--- config.mk ---
export PLATFORM = sky130hd
export DESIGN_NAME = packet_flow_hash_steering_top
export DESIGN_NICKNAME = d
export VERILOG_FILES = /design/src/design/pfh_pkg.sv /design/src/design/pfh_parse.sv /design/src/design/pfh_fifo.sv /design/src/design/pfh_reduce.sv /design/src/design/packet_flow_hash_steering_top.sv
export VERILOG_INCLUDE_DIRS = /design/src /design/src/design
export SDC_FILE = /design/constraint.sdc
export NUM_CORES = 1
export LEC_CHECK = 0
export BUFFER_PORTS_ARGS = -buffer_cell sky130_fd_sc_hd__clkbuf_2
export CAP_MARGIN = 30
export CORE_ASPECT_RATIO = 0.7
export CORE_MARGIN = 2
export CORE_UTILIZATION = 35
export CTS_CLUSTER_DIAMETER = 80
export DETAILED_ROUTE_END_ITERATION = 8
export GPL_TIMING_DRIVEN = 0
export PLACE_DENSITY = 0.48
export RECOVER_POWER = 25
export SLEW_MARGIN = 5
export SYNTH_ARGS = -nofsm -noshare
export SYNTH_HDL_FRONTEND = slang
export SYNTH_SLANG_ARGS = --single-unit
--- constraint.sdc ---
create_clock -name clk -period 12.6 [get_ports clk]
set_input_delay 0 -clock clk [delete_from_list [all_inputs] [get_ports clk]]
set_output_delay 0 -clock clk [all_outputs]
set_load 0.005 [all_outputs]
--- src/design/packet_flow_hash_steering_top_assert.svh ---
// Assertion macros shared by the flow hash steering design.
`ifndef PACKET_FLOW_HASH_STEERING_TOP_ASSERT_SVH
`define PACKET_FLOW_HASH_STEERING_TOP_ASSERT_SVH

// A condition that must never hold at a clock edge outside reset.
`define PFH_ASSERT_NEVER(label, clk, rst_n, cond, msg) \
    label: assert property (@(posedge clk) disable iff (!rst_n) !(cond)) \
        else $error(msg);

// A condition that, when it holds, requires another in the same cycle.
`define PFH_ASSERT_IMPLY(label, clk, rst_n, ante, cons, msg) \
    label: assert property (@(posedge clk) disable iff (!rst_n) (ante) |-> (cons)) \
        else $error(msg);

`endif

--- src/design/pfh_pkg.sv ---
// Package with the types, codes and constants of the flow hash steering design.
package pfh_pkg;

    // Field widths.
    localparam int HASH_W   = 32;
    localparam int KIND_W   = 2;
    localparam int BYTE_W   = 8;
    localparam int NOUT_W   = 9;
    localparam int PORT_W   = 8;
    localparam int TAG_W    = 3;
    localparam int L3_W     = 6;

    // Default sizes.
    localparam int MAX_VLAN_TAGS_DEF   = 4;
    localparam int MAX_FRAME_BYTES_DEF = 16383;
    localparam int QUEUE_DEPTH_DEF     = 4;

    // Ethernet and IP constants.
    localparam logic [15:0] ETYPE_VLAN = 16'h8100;
    localparam logic [15:0] ETYPE_IPV4 = 16'h0800;
    localparam logic [15:0] ETYPE_IPV6 = 16'h86DD;
    localparam int L2_HDR_BYTES = 14;
    localparam int V4_HDR_BYTES = 20;
    localparam int V6_HDR_BYTES = 40;
    localparam int VLAN_TAG_BYTES = 4;

    // Reset value of the output count register.
    localparam logic [NOUT_W-1:0] NUM_OUTPUTS_RST = 9'd2;
    localparam logic [NOUT_W-1:0] NUM_OUTPUTS_MAX = 9'd256;

    // Parser progress codes.
    localparam logic [KIND_W-1:0] PK_SEEK   = 2'd0;
    localparam logic [KIND_W-1:0] PK_V4     = 2'd1;
    localparam logic [KIND_W-1:0] PK_V6     = 2'd2;
    localparam logic [KIND_W-1:0] PK_NOHASH = 2'd3;

    // Reported frame kinds.
    localparam logic [KIND_W-1:0] FK_UNKNOWN = 2'd0;
    localparam logic [KIND_W-1:0] FK_V4      = 2'd1;
    localparam logic [KIND_W-1:0] FK_V6      = 2'd2;
    localparam logic [KIND_W-1:0] FK_TAGS    = 2'd3;

    // One classified frame, passed from the parser to the reduction unit.
    typedef struct packed {
        logic [HASH_W-1:0] hash;
        logic [KIND_W-1:0] kind;
    } pfh_rec_t;

endpackage

--- src/design/pfh_parse.sv ---
// Front part: per-byte frame parser that builds the address-sum hash.
module pfh_parse
    import pfh_pkg::*;
#(
    parameter int MAX_VLAN_TAGS   = MAX_VLAN_TAGS_DEF,
    parameter int MAX_FRAME_BYTES = MAX_FRAME_BYTES_DEF
)
(
    input  logic              clk,
    input  logic              rst_n,
    input  logic              accept,
    input  logic [BYTE_W-1:0] frame_byte,
    input  logic              last_byte,
    output logic              rec_push,
    output pfh_rec_t          rec
);

    localparam int CNT_W = $clog2(MAX_FRAME_BYTES + 1);
    localparam int POS_W = CNT_W + 1;

    logic [CNT_W-1:0]  cnt_reg,  cnt_next;
    logic [15:0]       ts_reg,   ts_next;
    logic [L3_W-1:0]   l3_reg,   l3_next;
    logic [TAG_W-1:0]  tag_reg,  tag_next;
    logic [KIND_W-1:0] pk_reg,   pk_next;
    logic [HASH_W-1:0] wb_reg,   wb_next;
    logic [HASH_W-1:0] hs_reg,   hs_next;

    logic [POS_W-1:0]  pos;
    logic [POS_W-1:0]  l3w;
    logic [POS_W-1:0]  off;
    logic [POS_W-1:0]  cnt_end;
    logic [POS_W-1:0]  l3_end;
    logic              take;

    // Next-state logic for one accepted byte, and the end-of-frame record.
    always_comb
    begin
        cnt_next = cnt_reg;
        ts_next  = ts_reg;
        l3_next  = l3_reg;
        tag_next = tag_reg;
        pk_next  = pk_reg;
        wb_next  = wb_reg;
        hs_next  = hs_reg;
        rec_push = 1'b0;
        rec.hash = '0;
        rec.kind = FK_UNKNOWN;

        pos  = {1'b0, cnt_reg};
        l3w  = POS_W'(l3_reg);
        off  = pos - l3w;
        take = accept && (cnt_reg < CNT_W'(MAX_FRAME_BYTES));

        if (take)
        begin
            cnt_next = cnt_reg + 1'b1;
            if (pk_reg == PK_SEEK)
            begin
                // Shift in the bytes that may hold the ethertype.
                if ((pos + POS_W'(2)) >= l3w)
                begin
                    ts_next = {ts_reg[7:0], frame_byte};
                    if ((pos + POS_W'(1)) == l3w)
                    begin
                        if (ts_next == ETYPE_VLAN)
                        begin
                            if (tag_reg >= TAG_W'(MAX_VLAN_TAGS))
                            begin
                                pk_next = PK_NOHASH;
                            end
                            else
                            begin
                                tag_next = tag_reg + 1'b1;
                                l3_next  = l3_reg + L3_W'(VLAN_TAG_BYTES);
                            end
                        end
                        else if (ts_next == ETYPE_IPV4)
                        begin
                            pk_next = PK_V4;
                        end
                        else if (ts_next == ETYPE_IPV6)
                        begin
                            pk_next = PK_V6;
                        end
                        else
                        begin
                            pk_next = PK_NOHASH;
                        end
                    end
                end
            end
            else if (pos >= l3w)
            begin
                // Gather address words and add each finished one.
                if (pk_reg == PK_V4 && off >= POS_W'(12) && off <= POS_W'(19))
                begin
                    wb_next = {wb_reg[HASH_W-9:0], frame_byte};
                    if (off[1:0] == 2'd3)
                    begin
                        hs_next = hs_reg + wb_next;
                    end
                end
                else if (pk_reg == PK_V6 && off >= POS_W'(8) && off <= POS_W'(39))
                begin
                    wb_next = {frame_byte, wb_reg[HASH_W-1:8]};
                    if (off[1:0] == 2'd3)
                    begin
                        hs_next = hs_reg + wb_next;
                    end
                end
            end
        end

        cnt_end = {1'b0, cnt_next};
        l3_end  = POS_W'(l3_next);

        // On the last byte, classify the frame and restart the parser.
        if (accept && last_byte)
        begin
            rec_push = 1'b1;
            if (pk_next == PK_V4 && cnt_end >= l3_end + POS_W'(V4_HDR_BYTES))
            begin
                rec.hash = hs_next;
                rec.kind = FK_V4;
            end
            else if (pk_next == PK_V6 && cnt_end >= l3_end + POS_W'(V6_HDR_BYTES))
            begin
                rec.hash = hs_next;
                rec.kind = FK_V6;
            end
            else if (pk_next == PK_NOHASH && ts_next == ETYPE_VLAN)
            begin
                rec.kind = FK_TAGS;
            end
            cnt_next = '0;
            ts_next  = '0;
            l3_next  = L3_W'(L2_HDR_BYTES);
            tag_next = '0;
            pk_next  = PK_SEEK;
            wb_next  = '0;
            hs_next  = '0;
        end
    end

    // Parser state registers.
    always_ff @(posedge clk or negedge rst_n)
    begin
        if (!rst_n)
        begin
            cnt_reg <= '0;
            ts_reg  <= '0;
            l3_reg  <= L3_W'(L2_HDR_BYTES);
            tag_reg <= '0;
            pk_reg  <= PK_SEEK;
            wb_reg  <= '0;
            hs_reg  <= '0;
        end
        else
        begin
            cnt_reg <= cnt_next;
            ts_reg  <= ts_next;
            l3_reg  <= l3_next;
            tag_reg <= tag_next;
            pk_reg  <= pk_next;
            wb_reg  <= wb_next;
            hs_reg  <= hs_next;
        end
    end

endmodule

--- src/design/pfh_fifo.sv ---
// Short queue of classified frames between the parser and the reduction unit.
module pfh_fifo
    import pfh_pkg::*;
#(
    parameter int DEPTH = QUEUE_DEPTH_DEF
)
(
    input  logic     clk,
    input  logic     rst_n,
    input  logic     wr_en,
    input  pfh_rec_t wr_rec,
    output logic     full,
    input  logic     rd_en,
    output pfh_rec_t rd_rec,
    output logic     empty
);

    localparam int PTR_W = (DEPTH > 1) ? $clog2(DEPTH) : 1;
    localparam int CNT_W = $clog2(DEPTH + 1);

    pfh_rec_t         mem_reg [DEPTH];
    logic [PTR_W-1:0] wr_ptr_reg, wr_ptr_next;
    logic [PTR_W-1:0] rd_ptr_reg, rd_ptr_next;
    logic [CNT_W-1:0] count_reg, count_next;
    logic             do_wr;
    logic             do_rd;

    assign full   = (count_reg == CNT_W'(DEPTH));
    assign empty  = (count_reg == '0);
    assign do_wr  = wr_en && !full;
    assign do_rd  = rd_en && !empty;
    assign rd_rec = mem_reg[rd_ptr_reg];

    // Pointer and fill count updates, with wrap at the queue depth.
    always_comb
    begin
        wr_ptr_next = wr_ptr_reg;
        rd_ptr_next = rd_ptr_reg;
        count_next  = count_reg;
        if (do_wr)
        begin
            wr_ptr_next = (wr_ptr_reg == PTR_W'(DEPTH - 1)) ? '0 : wr_ptr_reg + 1'b1;
        end
        if (do_rd)
        begin
            rd_ptr_next = (rd_ptr_reg == PTR_W'(DEPTH - 1)) ? '0 : rd_ptr_reg + 1'b1;
        end
        if (do_wr && !do_rd)
        begin
            count_next = count_reg + 1'b1;
        end
        else if (do_rd && !do_wr)
        begin
            count_next = count_reg - 1'b1;
        end
    end

    // Control registers.
    always_ff @(posedge clk or negedge rst_n)
    begin
        if (!rst_n)
        begin
            wr_ptr_reg <= '0;
            rd_ptr_reg <= '0;
            count_reg  <= '0;
        end
        else
        begin
            wr_ptr_reg <= wr_ptr_next;
            rd_ptr_reg <= rd_ptr_next;
            count_reg  <= count_next;
        end
    end

    // Entry storage.
    always_ff @(posedge clk)
    begin
        if (do_wr)
        begin
            mem_reg[wr_ptr_reg] <= wr_rec;
        end
    end

endmodule

--- src/design/pfh_reduce.sv ---
// Back part: bit-serial hash modulo output count, with the result register.
module pfh_reduce
    import pfh_pkg::*;
(
    input  logic              clk,
    input  logic              rst_n,
    input  logic [NOUT_W-1:0] num_eff,
    input  logic              q_empty,
    input  pfh_rec_t          q_rec,
    output logic              q_pop,
    output logic              empty,
    input  logic              pop,
    output logic [PORT_W-1:0] out_port,
    output logic [HASH_W-1:0] flow_hash,
    output logic [KIND_W-1:0] frame_kind
);

    localparam int STEP_W = $clog2(HASH_W);

    localparam logic [1:0] ST_IDLE = 2'd0;
    localparam logic [1:0] ST_DIV  = 2'd1;
    localparam logic [1:0] ST_HOLD = 2'd2;

    logic [1:0]        state_reg, state_next;
    logic [STEP_W-1:0] step_reg,  step_next;
    logic [HASH_W-1:0] quo_reg,   quo_next;
    logic [PORT_W-1:0] rem_reg,   rem_next;
    logic [HASH_W-1:0] hash_reg,  hash_next;
    logic [KIND_W-1:0] kind_reg,  kind_next;
    logic              vld_reg,   vld_next;
    logic [PORT_W-1:0] port_o_reg, port_o_next;
    logic [HASH_W-1:0] hash_o_reg, hash_o_next;
    logic [KIND_W-1:0] kind_o_reg, kind_o_next;
    logic [NOUT_W-1:0] trial;

    assign empty      = !vld_reg;
    assign out_port   = port_o_reg;
    assign flow_hash  = hash_o_reg;
    assign frame_kind = kind_o_reg;

    // Sequencer: take a frame, run one remainder step per cycle, then present it.
    always_comb
    begin
        state_next  = state_reg;
        step_next   = step_reg;
        quo_next    = quo_reg;
        rem_next    = rem_reg;
        hash_next   = hash_reg;
        kind_next   = kind_reg;
        vld_next    = vld_reg;
        port_o_next = port_o_reg;
        hash_o_next = hash_o_reg;
        kind_o_next = kind_o_reg;
        q_pop       = 1'b0;
        trial       = {rem_reg, quo_reg[HASH_W-1]};

        if (vld_reg && pop)
        begin
            vld_next = 1'b0;
        end

        case (state_reg)
            ST_IDLE:
            begin
                if (!q_empty)
                begin
                    q_pop      = 1'b1;
                    quo_next   = q_rec.hash;
                    hash_next  = q_rec.hash;
                    kind_next  = q_rec.kind;
                    rem_next   = '0;
                    step_next  = '0;
                    state_next = ST_DIV;
                end
            end
            ST_DIV:
            begin
                quo_next = {quo_reg[HASH_W-2:0], 1'b0};
                if (trial >= num_eff)
                begin
                    rem_next = PORT_W'(trial - num_eff);
                end
                else
                begin
                    rem_next = PORT_W'(trial);
                end
                if (step_reg == STEP_W'(HASH_W - 1))
                begin
                    state_next = ST_HOLD;
                end
                else
                begin
                    step_next = step_reg + 1'b1;
                end
            end
            ST_HOLD:
            begin
                if (!vld_reg || pop)
                begin
                    vld_next    = 1'b1;
                    port_o_next = rem_reg;
                    hash_o_next = hash_reg;
                    kind_o_next = kind_reg;
                    state_next  = ST_IDLE;
                end
            end
            default:
            begin
                state_next = ST_IDLE;
            end
        endcase
    end

    // Control registers.
    always_ff @(posedge clk or negedge rst_n)
    begin
        if (!rst_n)
        begin
            state_reg <= ST_IDLE;
            step_reg  <= '0;
            vld_reg   <= 1'b0;
        end
        else
        begin
            state_reg <= state_next;
            step_reg  <= step_next;
            vld_reg   <= vld_next;
        end
    end

    // Datapath registers.
    always_ff @(posedge clk)
    begin
        quo_reg    <= quo_next;
        rem_reg    <= rem_next;
        hash_reg   <= hash_next;
        kind_reg   <= kind_next;
        port_o_reg <= port_o_next;
        hash_o_reg <= hash_o_next;
        kind_o_reg <= kind_o_next;
    end

endmodule

--- src/design/packet_flow_hash_steering_top.sv ---
// Top level of the flow hash steering block: config register, parser, queue, reducer.
//
// Usage: frame bytes enter in wire order on the input queue port. A byte is
// transferred at a clock edge with push high and full low; last_byte marks
// the final byte of a frame. Each frame yields one result on the output
// queue port: flow_hash (symmetric IPv4/IPv6 address sum), frame_kind and
// out_port = flow_hash modulo num_outputs (0 acts as 1, capped at 256). A
// result is transferred at an edge with pop high and empty low. The parser
// takes one byte per cycle while the queue is not full. After the last
// byte, the record is written into the frame queue, loaded into the
// remainder unit, reduced bit-serially (one hash bit per cycle) and moved
// into the output register. The remainder unit takes a new frame only once
// its result is in the output register; a four-entry frame queue absorbs
// bursts of short frames, and full rises when it is occupied to the brim.
// If the receiver does not pop, the finished result stays in the output
// register, the remainder unit holds its next result, and the queue fills
// until full stops the sender. Reset clears all control state, empties the
// queue and sets num_outputs to 2. num_outputs is written through cfg_we
// and cfg_data and may only change while no frame is in flight.
`include "packet_flow_hash_steering_top_assert.svh"

module packet_flow_hash_steering_top
    import pfh_pkg::*;
#(
    parameter int MAX_VLAN_TAGS   = MAX_VLAN_TAGS_DEF,
    parameter int MAX_FRAME_BYTES = MAX_FRAME_BYTES_DEF,
    parameter int QUEUE_DEPTH     = QUEUE_DEPTH_DEF
)
(
    input  logic              clk,
    input  logic              rst_n,
    input  logic              push,
    output logic              full,
    input  logic [BYTE_W-1:0] frame_byte,
    input  logic              last_byte,
    output logic              empty,
    input  logic              pop,
    output logic [PORT_W-1:0] out_port,
    output logic [HASH_W-1:0] flow_hash,
    output logic [KIND_W-1:0] frame_kind,
    input  logic              cfg_we,
    input  logic [NOUT_W-1:0] cfg_data
);

    logic [NOUT_W-1:0] num_outputs_reg;
    logic [NOUT_W-1:0] num_eff;
    logic              accept;
    logic              fifo_push;
    logic              fifo_full;
    logic              fifo_pop;
    logic              fifo_empty;
    logic              unhashed;
    pfh_rec_t          push_rec;
    pfh_rec_t          pop_rec;

    // Output count register.
    always_ff @(posedge clk or negedge rst_n)
    begin
        if (!rst_n)
        begin
            num_outputs_reg <= NUM_OUTPUTS_RST;
        end
        else if (cfg_we)
        begin
            num_outputs_reg <= cfg_data;
        end
    end

    // Zero acts as one output, and counts above the maximum saturate.
    always_comb
    begin
        if (num_outputs_reg == '0)
        begin
            num_eff = NOUT_W'(1);
        end
        else if (num_outputs_reg > NUM_OUTPUTS_MAX)
        begin
            num_eff = NUM_OUTPUTS_MAX;
        end
        else
        begin
            num_eff = num_outputs_reg;
        end
    end

    // Byte transfers stall whenever the frame queue is full.
    assign full   = fifo_full;
    assign accept = push && !fifo_full;

    pfh_parse #(
        .MAX_VLAN_TAGS   (MAX_VLAN_TAGS),
        .MAX_FRAME_BYTES (MAX_FRAME_BYTES)
    ) u_parse (
        .clk        (clk),
        .rst_n      (rst_n),
        .accept     (accept),
        .frame_byte (frame_byte),
        .last_byte  (last_byte),
        .rec_push   (fifo_push),
        .rec        (push_rec)
    );

    pfh_fifo #(
        .DEPTH (QUEUE_DEPTH)
    ) u_fifo (
        .clk    (clk),
        .rst_n  (rst_n),
        .wr_en  (fifo_push),
        .wr_rec (push_rec),
        .full   (fifo_full),
        .rd_en  (fifo_pop),
        .rd_rec (pop_rec),
        .empty  (fifo_empty)
    );

    pfh_reduce u_reduce (
        .clk        (clk),
        .rst_n      (rst_n),
        .num_eff    (num_eff),
        .q_empty    (fifo_empty),
        .q_rec      (pop_rec),
        .q_pop      (fifo_pop),
        .empty      (empty),
        .pop        (pop),
        .out_port   (out_port),
        .flow_hash  (flow_hash),
        .frame_kind (frame_kind)
    );

    // Frames of these kinds carry no hash.
    assign unhashed = (frame_kind == FK_UNKNOWN) || (frame_kind == FK_TAGS);

    // Consistency checks.
    `PFH_ASSERT_NEVER(a_no_push_when_full, clk, rst_n, fifo_push && fifo_full, "queue overrun")
    `PFH_ASSERT_NEVER(a_no_pop_when_empty, clk, rst_n, fifo_pop && fifo_empty, "queue underrun")
    `PFH_ASSERT_IMPLY(a_port_range, clk, rst_n, !empty, {1'b0, out_port} < num_eff, "bad port")
    `PFH_ASSERT_IMPLY(a_hash_zero, clk, rst_n, !empty && unhashed, flow_hash == '0, "nonzero hash")

endmodule

# After elaboration in Yosys (flattened, before gate mapping)
# Memories as Yosys holds them, arrays and structs flattened.
# Index checks and enable logic that the tools add are counted.
# word_totals
ramBits	136
ff_bits	245
input_bits	23
output_inout_bits	44
word_cells	189
memories	1
# op_classes
bitwise_logic	1
order_cmp	12
add_sub_neg	16
eq_ne	23
n_mux	74
reduce_logical	41
# memory_table
name	words	width	rd	rd_ports_with_merged_regs	wr	line_no	source
u_fifo.mem_reg	4	34	1	0	1	pfh_fifo.sv:21	pfh_rec_t mem_reg [DEPTH];
# ops
cell	n
2-to-1 mux 32 bit	16
2-to-1 mux 34 bit	2
adder 32 bit	2
2-to-1 mux 16 bit	4
one-hot mux 32 bit (2 select lines)	1
== test 16 bit (second input constant)	3
2-to-1 mux 6 bit	7
>= comparator 14 x 15 -> 1 bit	2
>= comparator 15 x 4 -> 1 bit (second input constant)	2
2-to-1 mux 2 bit	15
2-to-1 mux 14 bit	2
2-to-1 mux 3 bit	9
2-to-1 mux 9 bit	2
== test 16 x 12 -> 1 bit (second input constant)	1
2-to-1 mux 8 bit	2
one-hot mux 8 bit (2 select lines)	1
nonzero test 2 bit	8
adder 14 x 1 -> 15 bit (second input constant)	1
adder 14 x 2 -> 15 bit (second input constant)	1
== test 15 x 6 -> 1 bit	1
>= comparator 15 x 6 -> 1 bit	1
<= comparator 15 x 5 -> 1 bit (second input constant)	1
<= comparator 15 x 6 -> 1 bit (second input constant)	1
logical AND 1 bit	15
36 further kinds	67

# Longest topological paths before layout
# logic_depth
word_depth	14
depth_mapped	24
depth_no_buf	23

# Cells and area by module
# Synthesis repeated with hierarchy kept, for this count alone.
# hier_totals
hier_cells	1864
hier_area_um2	20987.6
# modules_own_cells
module	cells_each	area_each_um2	seq_area_each_um2	instances
pfh_parse	1276	10361.2	2606.2	1
pfh_fifo	215	5346.4	4259.1	1
pfh_reduce	339	4849.7	3683.5	1
packet_flow_hash_steering_top	34	430.4	226.5	1

# Worst setup path after synthesis
# OpenSTA, ideal clock, no wires.
# synth_timing
path_kind	reg2reg
start	reg u_parse.cnt_reg[2]
end	mem u_fifo.mem_reg[0][10] (netlist bit) (data pin)
arrival_ps	4508
stages_incl_launch_ff	23
setup_slack_ps	7805
t_required_ps	12313
period_less_slack_ps	4795
setup_time_ps	287
n_path_buf	1
cell_sequence	dfrtp_1 > ha_1 > and3_1 > xor2_1 > ha_1 > nor3_1 > o211ai_1 > mux2i_1 > nand4b_1 > nand2_1 > and3b_1 > nand2_1 > xnor2_1 > ha_1 > inv_1 > ha_1 > a21o_1 > a21o_1 > a2111oi_4 > nor4b_2 > a21oi_2 > buf_2 > a211oi_1
# synth_lines
element	line_no	source
from (decl)	pfh_parse.sv:21	logic [CNT_W-1:0] cnt_reg, cnt_next;
from (signal assigned)	pfh_parse.sv:161	cnt_reg <= cnt_next;
to (decl)	pfh_fifo.sv:21	

==> Flow_metrics.wiki <==
{| class="wikitable"
! Metric !! Value
|-
| Result of the run || finished, violations left
|-
| Failing checks || capacitance limit, slew limit
|-
| Cell Rows || between 70 and 80
|-
| Dominant cell by count in the synthesized netlist || sky130_fd_sc_hd__edfxtp_1
|-
| R2R Path End || u_fifo.mem_reg[0][4]
|-
| Type of the worst setup path || primary input to asynchronous set/reset pin
|-
| Number of slew-limit violations in the final report || 130
|-
| Maximum number of pins on one net before global-route repair || 67
|-
| Final period util || between 50% and 60%
|-
| Final count of hold timing violations || 0
|-
| Insertion delay to the later sink of the worst-skew pair || around 0.58 ns
|-
| Count of unresolved DRC violations after routing || 0
|-
| Post-cts repair resize count || 0
|-
| Last weighted congestion value of the routability-driven placer || about 0.94
|-
| Max_cap viols || 2
|-
| Number of DRC violations after detailed-routing iteration 0 || 1453
|-
| Clock tree root driver cell || sky130_fd_sc_hd__clkbuf_16
|-
| Post-synthesis net count || 1952
|-
| Die outline area || roughly 62000 um2
|-
| Number of cells on the worst reg-to-reg path || 24
|-
| Count of state elements after synthesis || 380
|-
| Number of flops mapped to enable cells by yosys || about 250
|-
| Setup Fix Bufs, Post-CTS || 0
|-
| Drt pass-1 iters || 7
|-
| Least-Margin Pin Slew || 3.87 ns
|-
| Final Core Density || 40.8%
|-
| H-Tree Level Count || 2
|-
| # hold bufs at CTS || 34
|-
| Clock tree from TritonCTS || done
|-
| Area delta synth->final || 15.7%
|-
| Total of warnings raised by yosys || 0
|-
| Number of clock sinks || between 300 and 400
|-
| Half-perimeter wire length after placement || about 47 mm
|-
| RSZ-0062 raised after global routing || false
|-
| Initial cell density of the core || 35.2%
|-
| Cell with the biggest individual delay on the critical path || sky130_fd_sc_hd__clkbuf_1
|-
| Max-Slew Margin vs Limit || -158%
|-
| Via count normalized by instance count || roughly 5.6
|-
| GRT Residual Overflow || 0
|-
| Post-detailed-route count of antenna-violating nets || 0
|-
| Number of global-route vias before repair || around 15000
|-
| Clock buffers created by TritonCTS || 41
|-
| Syn Inst Count || ~1800
|-
| Cell breakdown of the critical path || dlygate4sd3_1 -> dlygate4sd3_1 -> clkbuf_1 -> clkbuf_1
|-
| Power density over the cells || 173 nW/um2
|-
| Average wire per standard cell || about 23 um
|-
| Leakage power figure || 9.63 nW
|-
| Number of vias after detailed routing || about 16000
|-
| Clock transition at the registers of the reported paths || around 0.06 ns
|-
| Final-layout setup total negative slack || 0 ns
|-
| Asr flop ratio synth || between 30 and 40%
|-
| Die width || slightly below 300 um
|-
| Largest area contributor in the synthesized netlist || sky130_fd_sc_hd__edfxtp_1
|-
| Synthesized area per cell || approximately 12 um2
|-
| Worst clock skew || around 0.019 ns
|-
| Top achievable clock speed || 0.144 GHz
|-
| Library cells used by synthesis || 100
|-
| GRT Util Overall || approximately a fifth
|-
| Maximum resistive drop on vdd || roughly 0.1 mV
|-
| Crit path arrival time || ~6.7 ns
|-
| Cell area after synthesis || between 20000 and 25000 um2
|-
| Crit path launch || rst_n
|-
| Sum of internal, switching and leakage power || 4.19 mW
|-
| Dpl cell area || approximately 23000 um2
|-
| Count of final setup violators || 0
|-
| Worst reg2reg startpoint || u_parse.cnt_reg[2]
|-
| Number of flip-flops in the largest register || around 140
|-
| Part of the Yosys area used for sequential elements || ~50%
|-
| Leading post-synthesis cells by instance count || sky130_fd_sc_hd__edfxtp_1, sky130_fd_sc_hd__nand2_1, sky130_fd_sc_hd__nor2_1
|-
| Post-route standard cell area excluding fillers || about 24000 um2
|-
| Top-level I/O count || 67
|-
| Antenna diode instance count || 0
|-
| Worst Setup End Kind || asynchronous set/reset pin
|-
| Number of buffers on the longest clock path || 3
|-
| Chip height || between 200 and 250 um
|-
| Total wire length || around 64 mm
|-
| Worst hold slack after final layout || approximately 0.3 ns
|-
| Final period demand of the worst path || about 7 ns
|-
| Share of Yosys cell area claimed by the top area cell type || a little over a third
|-
| Largest delay share family, worst path || buffers and inverters
|-
| Worst Path Max Fanout || between 60 and 70
|-
| CP startpoint kind || primary input
|-
| Primary flip-flop cell chosen by synthesis mapping || sky130_fd_sc_hd__edfxtp_1
|-
| First-pass GRT wire length || 97.6 mm
|-
| Critical path endpoint || u_parse.hs_reg[1]
|-
| Register-to-register path setup slack || 5.76 ns
|-
| Port Buf Inserts || 65
|-
| Net count of the finished layout || around 2100
|-
| Slowest stage delay, CP || ~2.9 ns
|-
| Area inside the core boundary || a little under 60000 um2
|-
| Required time reported for the critical path endpoint || 12.38 ns
|-
| Share of post-route cells with drive strength above 1 || 13.1%
|-
| Number of logic stages on the critical path including buffering || 4
|-
| Antenna violations before repair || 1
|-
| Hold/Removal Path Class || primary input to flop
|-
| Worst hold path startpoint || pop
|-
| Top cells by area, synth || sky130_fd_sc_hd__edfxtp_1, sky130_fd_sc_hd__dfrtp_1, sky130_fd_sc_hd__ha_1
|-
| Crit path buf inv count || 4
|}
worst register-to-register path, stage by stage (launching register included):
cell	delay, ns
sky130_fd_sc_hd__dfrtp_1	0.51
sky130_fd_sc_hd__ha_1	0.39
sky130_fd_sc_hd__and3_1	0.30
sky130_fd_sc_hd__xor2_1	0.10
sky130_fd_sc_hd__ha_1	0.18
sky130_fd_sc_hd__nor3_1	0.20
sky130_fd_sc_hd__o211ai_1	0.13
sky130_fd_sc_hd__mux2i_1	0.17
sky130_fd_sc_hd__nand4b_1	0.57
sky130_fd_sc_hd__nand2_1	0.56
sky130_fd_sc_hd__and3b_1	0.30
sky130_fd_sc_hd__nand2_1	0.11
sky130_fd_sc_hd__xnor2_1	0.22
sky130_fd_sc_hd__inv_1	0.15
sky130_fd_sc_hd__ha_1	0.23
sky130_fd_sc_hd__inv_1	0.06
sky130_fd_sc_hd__o21ai_1	0.09
sky130_fd_sc_hd__xnor2_1	0.16
sky130_fd_sc_hd__ha_1	0.28
sky130_fd_sc_hd__a21oi_1	0.05
sky130_fd_sc_hd__o21bai_1	0.15
sky130_fd_sc_hd__o31a_1	0.27
sky130_fd_sc_hd__a21oi_2	0.19
sky130_fd_sc_hd__buf_2	0.30
sky130_fd_sc_hd__nor3_1	0.82
cells by family (layout without fill, tap and decap cells):
kind of cell | Yosys count | count (layout) | share of synthesized area [%]
muxes | 129 | 129 | 8.45
adders and majority gates | 113 | 113 | 6.91
buffers and inverters | 127 | 315 | 2.50
DFF | 380 | 380 | 51.3
AOI/OAI and AO/OA | 423 | 423 | 13.7
other | 1 | 1 | 0.0179
xor gates and xnor gates | 82 | 82 | 3.55
and+or+nand+nor | 561 | 561 | 13.6
layout by cell type, fill, tap and decap left out, types with 16 or more instances in the layout:
cell type and instances:
sky130_fd_sc_hd__edfxtp_1 252, sky130_fd_sc_hd__nand2_1 158, sky130_fd_sc_hd__nor2_1 125, sky130_fd_sc_hd__dfrtp_1 124, sky130_fd_sc_hd__ha_1 108, sky130_fd_sc_hd__a21oi_1 103
sky130_fd_sc_hd__clkbuf_1 93, sky130_fd_sc_hd__o21ai_0 70, sky130_fd_sc_hd__nand3_1 56, sky130_fd_sc_hd__xnor2_1 51, sky130_fd_sc_hd__mux2i_1 50, sky130_fd_sc_hd__nor3_1 45
sky130_fd_sc_hd__mux2_2 45, sky130_fd_sc_hd__inv_1 42, sky130_fd_sc_hd__clkbuf_16 42, sky130_fd_sc_hd__clkbuf_2 41, sky130_fd_sc_hd__o31ai_1 36, sky130_fd_sc_hd__a21o_1 35
sky130_fd_sc_hd__mux4_2 34, sky130_fd_sc_hd__dlygate4sd3_1 34, sky130_fd_sc_hd__xor2_1 29, sky130_fd_sc_hd__a211oi_1 24, sky130_fd_sc_hd__nand4_1 24, sky130_fd_sc_hd__and2_1 21
sky130_fd_sc_hd__and3_1 18, sky130_fd_sc_hd__nor4_1 18, sky130_fd_sc_hd__nand2b_1 16
cell type report:
cell class	instances	area, um2
Buffer	82	355
Clock buffer	51	1100
Clock inverter	24	327
Fill cell	5685	35300
Inverter	45	169
Multi-Input combinational cell	1309	9720
Sequential cell	380	10800
Tap cell	808	1010
Timing Repair Buffer	113	831
power breakdown:
part,leakage [nW],internal [mW],switching (mW)
logic,4.78,0.465,0.662
registers,4.16,1.59,0.180
clock network,0.692,0.771,0.526
total,9.63,2.82,1.37
per-layer routing:
metal  wire length [um]  vias up  GRT usage, %
li1                   -     7264             -
met1              32700     7830          32.5
met2              26200      545          29.2
met3               3960       73          2.88
met4               1210        0          4.94
met5                  0        -             0
how the worst min path moves through the flow:
| stage | cells past startpoint | to | slack (ns) |
|---|---|---|---|
| 2_1_floorplan | 0 | num_outputs_reg[0] | -0.30 |
| 3_3_place_gp | 3 | num_outputs_reg[8] | 0.22 |
| 3_5_place_dp | 1 | u_parse.l3_reg[4] | 0.04 |
| 4_1_cts | 4 | u_reduce.vld_reg | 0.28 |
| 5_1_grt | 4 | u_reduce.vld_reg | 0.37 |
| 6_report | 4 | u_reduce.vld_reg | 0.30 |
through the flow:
step                      instances  setup WS (ns)
after detailed placement       2699           5.88
after global placement         2689           6.00
final                          2812           5.67
after CTS                      2808           5.82
after floorplan                1816           7.80
after global routing           2812           4.34
Power figures use the tool's default switching activity.
